**config.mk**
```make
export PLATFORM = sky130hd
export DESIGN_NAME = serial_register_link_crc8_unit
export DESIGN_NICKNAME = d
export VERILOG_FILES = /design/src/srlc8_pkg.sv /design/src/srlc8_ram.sv /design/src/serial_register_link_crc8_unit.sv
export SDC_FILE = /design/constraint.sdc
export NUM_CORES = 1
export LEC_CHECK = 0
export ABC_CLOCK_PERIOD_IN_PS = 5000
export BUFFER_PORTS_ARGS = -buffer_cell sky130_fd_sc_hd__clkbuf_2
export CAP_MARGIN = 0
export CORE_AREA = 2 2 145 253
export CTS_CLUSTER_SIZE = 24
export DETAILED_ROUTE_END_ITERATION = 10
export DIE_AREA = 0 0 147 255
export GPL_ROUTABILITY_DRIVEN = 0
export PLACE_DENSITY = 0.57
export SYNTH_ARGS = -nofsm -noshare
export SYNTH_HDL_FRONTEND = slang
export SYNTH_SLANG_ARGS = --single-unit
export TNS_END_PERCENT = 100
```
**constraint.sdc**
```tcl
create_clock -name i_clk -period 5 [get_ports i_clk]
set_input_delay 0.5 -clock i_clk [delete_from_list [all_inputs] [get_ports i_clk]]
set_output_delay 0.5 -clock i_clk [all_outputs]
set_load 0.1 [all_outputs]
```
**src/srlc8_pkg.sv**
```systemverilog
// ----------------------------------------------------------------------------
// srlc8_pkg
// types, codes and crc-8 helper for the serial register link master
// ----------------------------------------------------------------------------
package srlc8_pkg;

    localparam int unsigned REPLY_LEN = 8;
    localparam logic [3:0]  ECHO_LEN  = 4'd4;
    localparam logic [7:0]  CRC_POLY  = 8'h07;

    localparam logic [1:0] CFG_NODE    = 2'd0;
    localparam logic [1:0] CFG_SYNC    = 2'd1;
    localparam logic [1:0] CFG_SINGLE  = 2'd2;
    localparam logic [1:0] CFG_TIMEOUT = 2'd3;

    localparam logic [7:0]  RST_NODE    = 8'd0;
    localparam logic [7:0]  RST_SYNC    = 8'd5;
    localparam logic        RST_SINGLE  = 1'b1;
    localparam logic [15:0] RST_TIMEOUT = 16'd10;

    typedef enum logic [1:0] {
        OP_WRITE = 2'd0,
        OP_READ  = 2'd1,
        OP_RX    = 2'd2,
        OP_TICK  = 2'd3
    } t_op;

    typedef enum logic [1:0] {
        KIND_TX   = 2'd0,
        KIND_DONE = 2'd1,
        KIND_BUSY = 2'd2
    } t_kind;

    typedef enum logic [1:0] {
        RS_OK      = 2'd0,
        RS_CRC     = 2'd1,
        RS_TIMEOUT = 2'd2
    } t_rstat;

    typedef struct packed {
        logic [1:0]  opcode;
        logic [6:0]  reg_addr;
        logic [3:0]  reg_slot;
        logic [31:0] write_data;
        logic [7:0]  rx_byte;
    } t_in_item;

    typedef struct packed {
        logic [1:0]  kind;
        logic [7:0]  tx_byte;
        logic        last;
        logic [3:0]  done_slot;
        logic [31:0] read_value;
        logic [1:0]  read_status;
    } t_out_item;

    // one byte into the crc, lsb first, crc shifted left
    function automatic logic [7:0] crc8_byte(input logic [7:0] crc, input logic [7:0] b);
        logic [7:0] c;
        logic       fb;
        c = crc;
        for (int j = 0; j < 8; j++) begin
            fb = c[7] ^ b[j];
            c  = {c[6:0], 1'b0} ^ (fb ? CRC_POLY : 8'h00);
        end
        return c;
    endfunction

endpackage

```
**src/srlc8_ram.sv**
```systemverilog
// ----------------------------------------------------------------------------
// srlc8_ram
// generic single-port-write ram with registered read
// ----------------------------------------------------------------------------
module srlc8_ram #(
    parameter int WIDTH = 8,
    parameter int DEPTH = 8,
    parameter int AW    = (DEPTH > 1) ? $clog2(DEPTH) : 1
) (
    input  logic             i_clk,
    input  logic             i_wr_en,
    input  logic [AW-1:0]    i_wr_addr,
    input  logic [WIDTH-1:0] i_wr_data,
    input  logic             i_rd_en,
    input  logic [AW-1:0]    i_rd_addr,
    output logic [WIDTH-1:0] o_rd_data
);

    logic [WIDTH-1:0] r_mem [DEPTH];
    logic [WIDTH-1:0] r_rd_data;

    always_ff @(posedge i_clk) begin
        if (i_wr_en) begin
            r_mem[i_wr_addr] <= i_wr_data;
        end
        if (i_rd_en) begin
            r_rd_data <= r_mem[i_rd_addr];
        end
    end

    assign o_rd_data = r_rd_data;

endmodule

```
**src/serial_register_link_crc8_unit.sv**
```systemverilog
// busy, timeout and first datagram byte appear in the cycle after the item is taken
// a write gives 8 bytes and a read request 4 bytes, one per cycle as the sink takes them
// the final reply byte starts a sweep of the 8-entry reply ram that ends in the done result
// throughput: one item per cycle for single-result items while results are taken; the
// next item enters while the output register holds the previous result only if it is taken
// reset: synchronous active low, config to defaults, no read pending, all slots invalid
// ----------------------------------------------------------------------------
// serial_register_link_crc8_unit
// master side of a single-wire register link with crc-8 datagrams
// ----------------------------------------------------------------------------
module serial_register_link_crc8_unit
    import srlc8_pkg::*;
#(
    parameter int NUM_SLOTS = 16
) (
    input  logic       i_clk,
    input  logic       i_rst_n,
    input  logic       i_in_valid,
    output logic       o_in_ready,
    input  t_in_item   i_in_item,
    output logic       o_out_valid,
    input  logic       i_out_ready,
    output t_out_item  o_out_item,
    input  logic       i_cfg_valid,
    output logic       o_cfg_ready,
    input  logic [1:0] i_cfg_index,
    input  logic [15:0] i_cfg_data
);

    localparam int SLOT_AW = (NUM_SLOTS > 1) ? $clog2(NUM_SLOTS) : 1;
    localparam int RPL_AW  = $clog2(REPLY_LEN);

    typedef enum logic [3:0] {
        S_IDLE  = 4'b0001,
        S_TX    = 4'b0010,
        S_CHECK = 4'b0100,
        S_FIN   = 4'b1000
    } t_state;

    t_state      r_state, n_state;
    logic        r_out_valid, n_out_valid;
    t_out_item   r_out, n_out;
    logic [7:0]  r_node, r_sync;
    logic        r_single;
    logic [15:0] r_timeout;
    logic        r_pend, n_pend;
    logic [3:0]  r_pend_slot, n_pend_slot;
    logic [3:0]  r_rx_cnt, n_rx_cnt;
    logic [15:0] r_elapsed, n_elapsed;
    logic [7:0]  r_frm [0:5];
    logic [7:0]  n_frm [0:5];
    logic [7:0]  r_crc, n_crc;
    logic [2:0]  r_cnt, n_cnt;
    logic [2:0]  r_last_cnt, n_last_cnt;
    logic [3:0]  r_rd_addr, n_rd_addr;
    logic        r_rd_vld;
    logic [2:0]  r_rd_pos;
    logic [31:0] r_val, n_val;
    logic        r_ok, n_ok;
    logic [NUM_SLOTS-1:0] r_slot_valid;

    logic               w_out_free;
    logic               w_acc;
    logic [3:0]         w_skip;
    logic [3:0]         w_idx;
    logic               w_rx_store;
    logic               w_rx_we;
    logic               w_rx_end;
    logic               w_rd_en;
    logic [7:0]         w_rd_data;
    logic               w_fin_go;
    logic               w_slot_we;
    logic [SLOT_AW-1:0] w_slot_addr;
    logic [31:0]        w_slot_rd_data;
    logic               w_last;
    logic [7:0]         w_tx;

    assign w_out_free  = !r_out_valid || i_out_ready;
    assign o_in_ready  = (r_state == S_IDLE) && w_out_free;
    assign w_acc       = i_in_valid && o_in_ready;
    assign o_cfg_ready = 1'b1;
    assign o_out_valid = r_out_valid;
    assign o_out_item  = r_out;

    assign w_skip     = r_single ? ECHO_LEN : 4'd0;
    assign w_idx      = r_rx_cnt - w_skip;
    assign w_rx_store = w_acc && (i_in_item.opcode == OP_RX) && r_pend && (r_rx_cnt >= w_skip);
    assign w_rx_we    = w_rx_store && !w_idx[3];
    assign w_rx_end   = w_rx_store && (w_idx >= 4'd7);
    assign w_rd_en    = (r_state == S_CHECK) && !r_rd_addr[3];

    assign w_fin_go    = (r_state == S_FIN) && w_out_free;
    assign w_slot_we   = w_fin_go && r_ok;
    assign w_slot_addr = SLOT_AW'(r_pend_slot);

    assign w_last = (r_cnt == r_last_cnt);
    assign w_tx   = w_last ? r_crc : r_frm[0];

    srlc8_ram #(
        .WIDTH (8),
        .DEPTH (REPLY_LEN)
    ) u_reply_ram (
        .i_clk     (i_clk),
        .i_wr_en   (w_rx_we),
        .i_wr_addr (w_idx[RPL_AW-1:0]),
        .i_wr_data (i_in_item.rx_byte),
        .i_rd_en   (w_rd_en),
        .i_rd_addr (r_rd_addr[RPL_AW-1:0]),
        .o_rd_data (w_rd_data)
    );

    srlc8_ram #(
        .WIDTH (32),
        .DEPTH (NUM_SLOTS)
    ) u_slot_ram (
        .i_clk     (i_clk),
        .i_wr_en   (w_slot_we),
        .i_wr_addr (w_slot_addr),
        .i_wr_data (r_val),
        .i_rd_en   (1'b0),
        .i_rd_addr ('0),
        .o_rd_data (w_slot_rd_data)
    );

    always_comb begin
        n_state     = r_state;
        n_out_valid = r_out_valid && !i_out_ready;
        n_out       = r_out;
        n_pend      = r_pend;
        n_pend_slot = r_pend_slot;
        n_rx_cnt    = r_rx_cnt;
        n_elapsed   = r_elapsed;
        n_frm       = r_frm;
        n_crc       = r_crc;
        n_cnt       = r_cnt;
        n_last_cnt  = r_last_cnt;
        n_rd_addr   = r_rd_addr;
        n_val       = r_val;
        n_ok        = r_ok;

        unique case (r_state)
            S_IDLE: begin
                if (w_acc) begin
                    unique case (i_in_item.opcode) inside
                        OP_WRITE, OP_READ: begin
                            if (r_pend || ((i_in_item.opcode == OP_READ) &&
                                           (32'(i_in_item.reg_slot) >= NUM_SLOTS))) begin
                                n_out       = '0;
                                n_out.kind  = KIND_BUSY;
                                n_out_valid = 1'b1;
                            end else begin
                                n_out         = '0;
                                n_out.kind    = KIND_TX;
                                n_out.tx_byte = r_sync;
                                n_out_valid   = 1'b1;
                                n_crc         = crc8_byte(8'h00, r_sync);
                                n_cnt         = 3'd1;
                                n_frm[0]      = r_node;
                                n_frm[2]      = i_in_item.write_data[31:24];
                                n_frm[3]      = i_in_item.write_data[23:16];
                                n_frm[4]      = i_in_item.write_data[15:8];
                                n_frm[5]      = i_in_item.write_data[7:0];
                                n_state       = S_TX;
                                if (i_in_item.opcode == OP_WRITE) begin
                                    n_frm[1]   = {1'b1, i_in_item.reg_addr};
                                    n_last_cnt = 3'd7;
                                end else begin
                                    n_frm[1]    = {1'b0, i_in_item.reg_addr};
                                    n_last_cnt  = 3'd3;
                                    n_pend      = 1'b1;
                                    n_pend_slot = i_in_item.reg_slot;
                                    n_rx_cnt    = 4'd0;
                                    n_elapsed   = 16'd0;
                                end
                            end
                        end
                        OP_RX: begin
                            if (r_pend) begin
                                if (r_rx_cnt < w_skip) begin
                                    n_rx_cnt = r_rx_cnt + 4'd1;
                                end else begin
                                    if (r_rx_cnt != 4'd15) begin
                                        n_rx_cnt = r_rx_cnt + 4'd1;
                                    end
                                    if (w_rx_end) begin
                                        n_pend    = 1'b0;
                                        n_crc     = 8'h00;
                                        n_rd_addr = 4'd0;
                                        n_state   = S_CHECK;
                                    end
                                end
                            end
                        end
                        default: begin
                            if (r_pend) begin
                                if (r_elapsed >= r_timeout) begin
                                    n_pend            = 1'b0;
                                    n_out             = '0;
                                    n_out.kind        = KIND_DONE;
                                    n_out.done_slot   = r_pend_slot;
                                    n_out.read_status = RS_TIMEOUT;
                                    n_out_valid       = 1'b1;
                                end else begin
                                    n_elapsed = r_elapsed + 16'd1;
                                end
                            end
                        end
                    endcase
                end
            end
            S_TX: begin
                if (w_out_free) begin
                    n_out         = '0;
                    n_out.kind    = KIND_TX;
                    n_out.tx_byte = w_tx;
                    n_out.last    = w_last;
                    n_out_valid   = 1'b1;
                    if (w_last) begin
                        n_state = S_IDLE;
                    end else begin
                        n_crc = crc8_byte(r_crc, r_frm[0]);
                        n_cnt = r_cnt + 3'd1;
                        for (int k = 0; k < 5; k++) begin
                            n_frm[k] = r_frm[k+1];
                        end
                    end
                end
            end
            S_CHECK: begin
                if (w_rd_en) begin
                    n_rd_addr = r_rd_addr + 4'd1;
                end
                if (r_rd_vld) begin
                    if (r_rd_pos == 3'd7) begin
                        n_ok    = (r_crc == w_rd_data);
                        n_state = S_FIN;
                    end else begin
                        n_crc = crc8_byte(r_crc, w_rd_data);
                        if (r_rd_pos >= 3'd3) begin
                            n_val = {r_val[23:0], w_rd_data};
                        end
                    end
                end
            end
            S_FIN: begin
                if (w_out_free) begin
                    n_out             = '0;
                    n_out.kind        = KIND_DONE;
                    n_out.done_slot   = r_pend_slot;
                    n_out.read_value  = r_ok ? r_val : 32'd0;
                    n_out.read_status = r_ok ? RS_OK : RS_CRC;
                    n_out_valid       = 1'b1;
                    n_state           = S_IDLE;
                end
            end
            default: begin
                n_state = S_IDLE;
            end
        endcase
    end

    always_ff @(posedge i_clk) begin
        if (!i_rst_n) begin
            r_state      <= S_IDLE;
            r_out_valid  <= 1'b0;
            r_pend       <= 1'b0;
            r_pend_slot  <= 4'd0;
            r_rx_cnt     <= 4'd0;
            r_elapsed    <= 16'd0;
            r_cnt        <= 3'd0;
            r_last_cnt   <= 3'd0;
            r_rd_addr    <= 4'd0;
            r_rd_vld     <= 1'b0;
            r_slot_valid <= '0;
            r_node       <= RST_NODE;
            r_sync       <= RST_SYNC;
            r_single     <= RST_SINGLE;
            r_timeout    <= RST_TIMEOUT;
        end else begin
            r_state     <= n_state;
            r_out_valid <= n_out_valid;
            r_pend      <= n_pend;
            r_pend_slot <= n_pend_slot;
            r_rx_cnt    <= n_rx_cnt;
            r_elapsed   <= n_elapsed;
            r_cnt       <= n_cnt;
            r_last_cnt  <= n_last_cnt;
            r_rd_addr   <= n_rd_addr;
            r_rd_vld    <= w_rd_en;
            if (w_fin_go) begin
                r_slot_valid[w_slot_addr] <= r_ok;
            end
            if (i_cfg_valid && o_cfg_ready) begin
                unique case (i_cfg_index)
                    CFG_NODE:    r_node    <= i_cfg_data[7:0];
                    CFG_SYNC:    r_sync    <= i_cfg_data[7:0];
                    CFG_SINGLE:  r_single  <= i_cfg_data[0];
                    CFG_TIMEOUT: r_timeout <= i_cfg_data;
                    default:     r_node    <= r_node;
                endcase
            end
        end
    end

    always_ff @(posedge i_clk) begin
        r_out    <= n_out;
        r_frm    <= n_frm;
        r_crc    <= n_crc;
        r_val    <= n_val;
        r_ok     <= n_ok;
        r_rd_pos <= r_rd_addr[2:0];
    end

`ifndef NO_ASSERTIONS
    a_pend_slot_range: assert property (@(posedge i_clk) disable iff (!i_rst_n)
        r_pend |-> (32'(r_pend_slot) < NUM_SLOTS))
        else $error("pending slot out of range");

    a_fin_from_check: assert property (@(posedge i_clk) disable iff (!i_rst_n)
        $rose(r_state == S_FIN) |-> $past(r_state == S_CHECK))
        else $error("done result without reply sweep");

    a_tx_count: assert property (@(posedge i_clk) disable iff (!i_rst_n)
        (r_state == S_TX) |-> (r_cnt <= r_last_cnt && r_cnt != 3'd0))
        else $error("datagram byte count beyond frame");

    a_check_idle_read: assert property (@(posedge i_clk) disable iff (!i_rst_n)
        (r_state == S_CHECK || r_state == S_FIN) |-> !r_pend)
        else $error("read still pending during reply check");
`endif

endmodule

```
==> flow_metrics.env <==
export IMPL_drt_wirelength_per_cell_um=17.5
export IMPL_ff2ff_setup_slack_ns=1.74
export IMPL_start_util=0.343
export IMPL_grt_max_degree=57
export IMPL_p_int_mw=4.06
export IMPL_clock_path_buffers=3
export IMPL_met1Wirelength_mm=10.3
export IMPL_cts_hold_buf=0
export IMPL_grt_util_all_layers=0.140
export IMPL_final_nets=1154
export IMPL_area_growth_pct=16.2
export IMPL_die_h_um=255
export IMPL_tritoncts="yes"
export IMPL_async_flop_share=0
export IMPL_firstDrtPassIters=5
export IMPL_fmax_mhz=307
export IMPL_cp_max_fo=49
export IMPL_synth_largest_area_cell="edfxtp_1"
export IMPL_switching_share=0.287
export IMPL_core_rowCount=92
export IMPL_h_tree_depth=1
export IMPL_wl_met2_mm=14.6
export IMPL_syn_inst=938
export IMPL_dp_cells=1497
export IMPL_seqPwrFrac=0.487
export IMPL_synth_top_flop_cell="edfxtp_1"
export IMPL_maxSlewHeadroom=0.226
export IMPL_pre_cts_ws_ns=1.74
export IMPL_whs_ns=0.121
export IMPL_ys_ff_latch=286
export IMPL_power_density_nw_per_um2=400
export IMPL_ys_types=59
export IMPL_final_period_utilization=0.651
export IMPL_cp_start_kind="register"
export IMPL_hold_class="input port to register"
export IMPL_cts_sinks=286
export IMPL_met3_length_mm=1.12
export IMPL_wl_mm=27.1
export IMPL_synthTopCellsByArea="edfxtp_1, dfxtp_1, nand2_1, xnor2_1, mux4_2"
export IMPL_end_kind="register"
export IMPL_combPwrFrac=0.165
export IMPL_synth_edff_count=210
export IMPL_multi_input_area_um2=4100
export IMPL_grt_pass1_wl_mm=41.5
export IMPL_clkLatencyLatePin_ns=0.55
export IMPL_die_area_um2=37500
export IMPL_syn_area_um2=12300
export IMPL_layout_cells_non_filler=1545
export IMPL_drive_gt1_frac=0.201
export IMPL_die_w_um=147
export IMPL_rsz0062_at_grt="false"
export IMPL_portBuffers=126
export IMPL_p_leak_nw=5.15
export IMPL_synthTopCellsByCount="edfxtp_1, nand2_1, dfxtp_1, xnor2_1"
export IMPL_max_cap_violations=0
export IMPL_switchingPower_mw=1.63
export IMPL_yosysTopAreaCellShare=0.515
export IMPL_tns_ns=0
export IMPL_postCtsSetupRepairBufs=0
export IMPL_path_clk_slew_ns=0.07
export IMPL_grt_pass1_vias=7684
export IMPL_skew_ns=0.0157
export IMPL_hold_viol=0
export IMPL_arrival_ns=3.44
export IMPL_synth_warnings=0
export IMPL_pin_count=128
export IMPL_pwr_share_clk=0.348
export IMPL_hpwl_mm=18.8
export IMPL_core_um2=35700
export IMPL_critPathKind="register to register"
export IMPL_setup_slack_ns=1.74
export IMPL_antenna_found_initial=2
export IMPL_avgSynthCellArea_um2=13.1
export IMPL_ys_seq_area_frac=0.639
export IMPL_viasPerCell=4.96
export IMPL_vdd_ir_drop_max_mv=0.253
export IMPL_syn_num_nets=1037
export IMPL_highest_layer="met5"
export IMPL_overflow=0
export IMPL_ant_nets=0
export IMPL_cts_root_buf="clkbuf_16"
export IMPL_final_seq_area_um2=7830
export IMPL_cts_resized=0
export IMPL_synth_most_common_cell="edfxtp_1"
export IMPL_status="finished clean"
export IMPL_place_area_um2=13400
export IMPL_drc=0
export IMPL_cts_made_buffers=26
export IMPL_tightest_slew_ns=1.15
export IMPL_fillers=3453
export IMPL_fin_crit_ns=3.26
export IMPL_drv_slew=0
export IMPL_finalSetupViolCount=0
export IMPL_drt_iter0_markers=398
export IMPL_fin_area_um2=14200
export IMPL_vias=7664
export IMPL_cp_data_required_time_ns=5.18
## final cells by class
| cell class | instances | area share |
|---|---|---|
| sequential | 286 | 0.550 |
| multi-input combinational | 563 | 0.288 |
| antenna | 1 | 0.000176 |
| clock buffer | 34 | 0.0478 |
| tap | 470 | 0.0413 |
| timing repair buffer | 142 | 0.0527 |
| inverter | 36 | 0.00949 |
| clock inverter | 13 | 0.0105 |
## per-layer routing
layer | GRT usage | up-vias
met5 | 0 | -
met4 | 0.0637 | 2
met3 | 0.0241 | 51
met2 | 0.263 | 167
met1 | 0.155 | 3729
li1 | - | 3715
## worst max-delay path: stages, from the launching register on
cell	delay, ns
dfxtp_1	0.32
inv_1	0.04
ha_1	0.28
nand4_1	0.16
nor3_1	0.65
nand3b_1	0.27
a31o_2	0.31
a22o_1	0.23
nor2_4	0.08
buf_4	0.50
## stage by stage
stage,power (mW),util
after global routing,5.90,0.399
after global placement,3.76,0.376
final,5.69,0.399
after detailed placement,3.77,0.376
after CTS,5.76,0.399
after floorplan,3.55,-
## placed cells by master (no fill, tap or decap), types with 6 or more instances in the layout
cell,count
nand4_1,10
nand2_1,112
clkbuf_1,8
ha_1,23
o2111ai_1,14
mux4_2,16
a222oi_1,8
edfxtp_1,210
inv_1,34
nor2_1,33
clkbuf_2,126
a2111o_1,14
clkinv_1,6
xor2_1,23
a22oi_1,7
a22o_1,40
nor3_1,12
clkbuf_16,26
a21oi_1,42
and2_1,42
nand3_1,19
xnor2_1,48
o21ai_0,14
and3_1,13
dfxtp_1,76
mux2i_1,9
mux2_2,8
buf_4,16
## power groups by stage
stage          Combinational, mW  Sequential [mW]  Clock [mW]
2_1_floorplan              0.451             3.10           0
6_report                   0.941             2.77        1.98
3_5_place_dp               0.947             2.82           0
4_1_cts                    0.950             2.77        2.04
3_3_place_gp               0.940             2.82           0
5_1_grt                     1.01             2.78        2.12
## state kept, by name, summed over array words and instances (netlist names), 2 cells and up
name / cells
o_out_item: 49
r_cnt: 3
r_crc: 8
r_elapsed: 16
r_frm: 48
r_last_cnt: 2
r_node: 8
r_pend_slot: 4
r_rd_addr: 4
r_rd_pos: 3
r_rx_cnt: 4
r_state: 4
r_sync: 8
r_timeout: 16
r_val: 32
u_reply_ram.o_rd_data: 8
u_reply_ram.r_mem: 64
## worst paths after layout
path | from | endpoint | cells past startpoint
hold / removal | i_in_item[15] | r_frm[7] | 1
setup reg to reg | r_timeout[13] | o_out_item[45] | 9
hold reg to reg | r_val[18] | r_val[26] | 0
setup / recovery | r_timeout[13] | o_out_item[45] | 9
## kinds of logic (layout without fill, tap and decap cells)
logic type	after synthesis	count (layout)	share of synthesized area
xor gates and xnor gates	71	71	0.0507
AOI/OAI and AO/OA	161	161	0.101
DFF	286	286	0.639
muxes	33	33	0.0441
adders and majority gates	23	23	0.0235
other	1	2	0.000306
buffers and inverters	89	225	0.0297
and+or+nand+nor	274	274	0.112
Power figures use the tool's default switching activity.
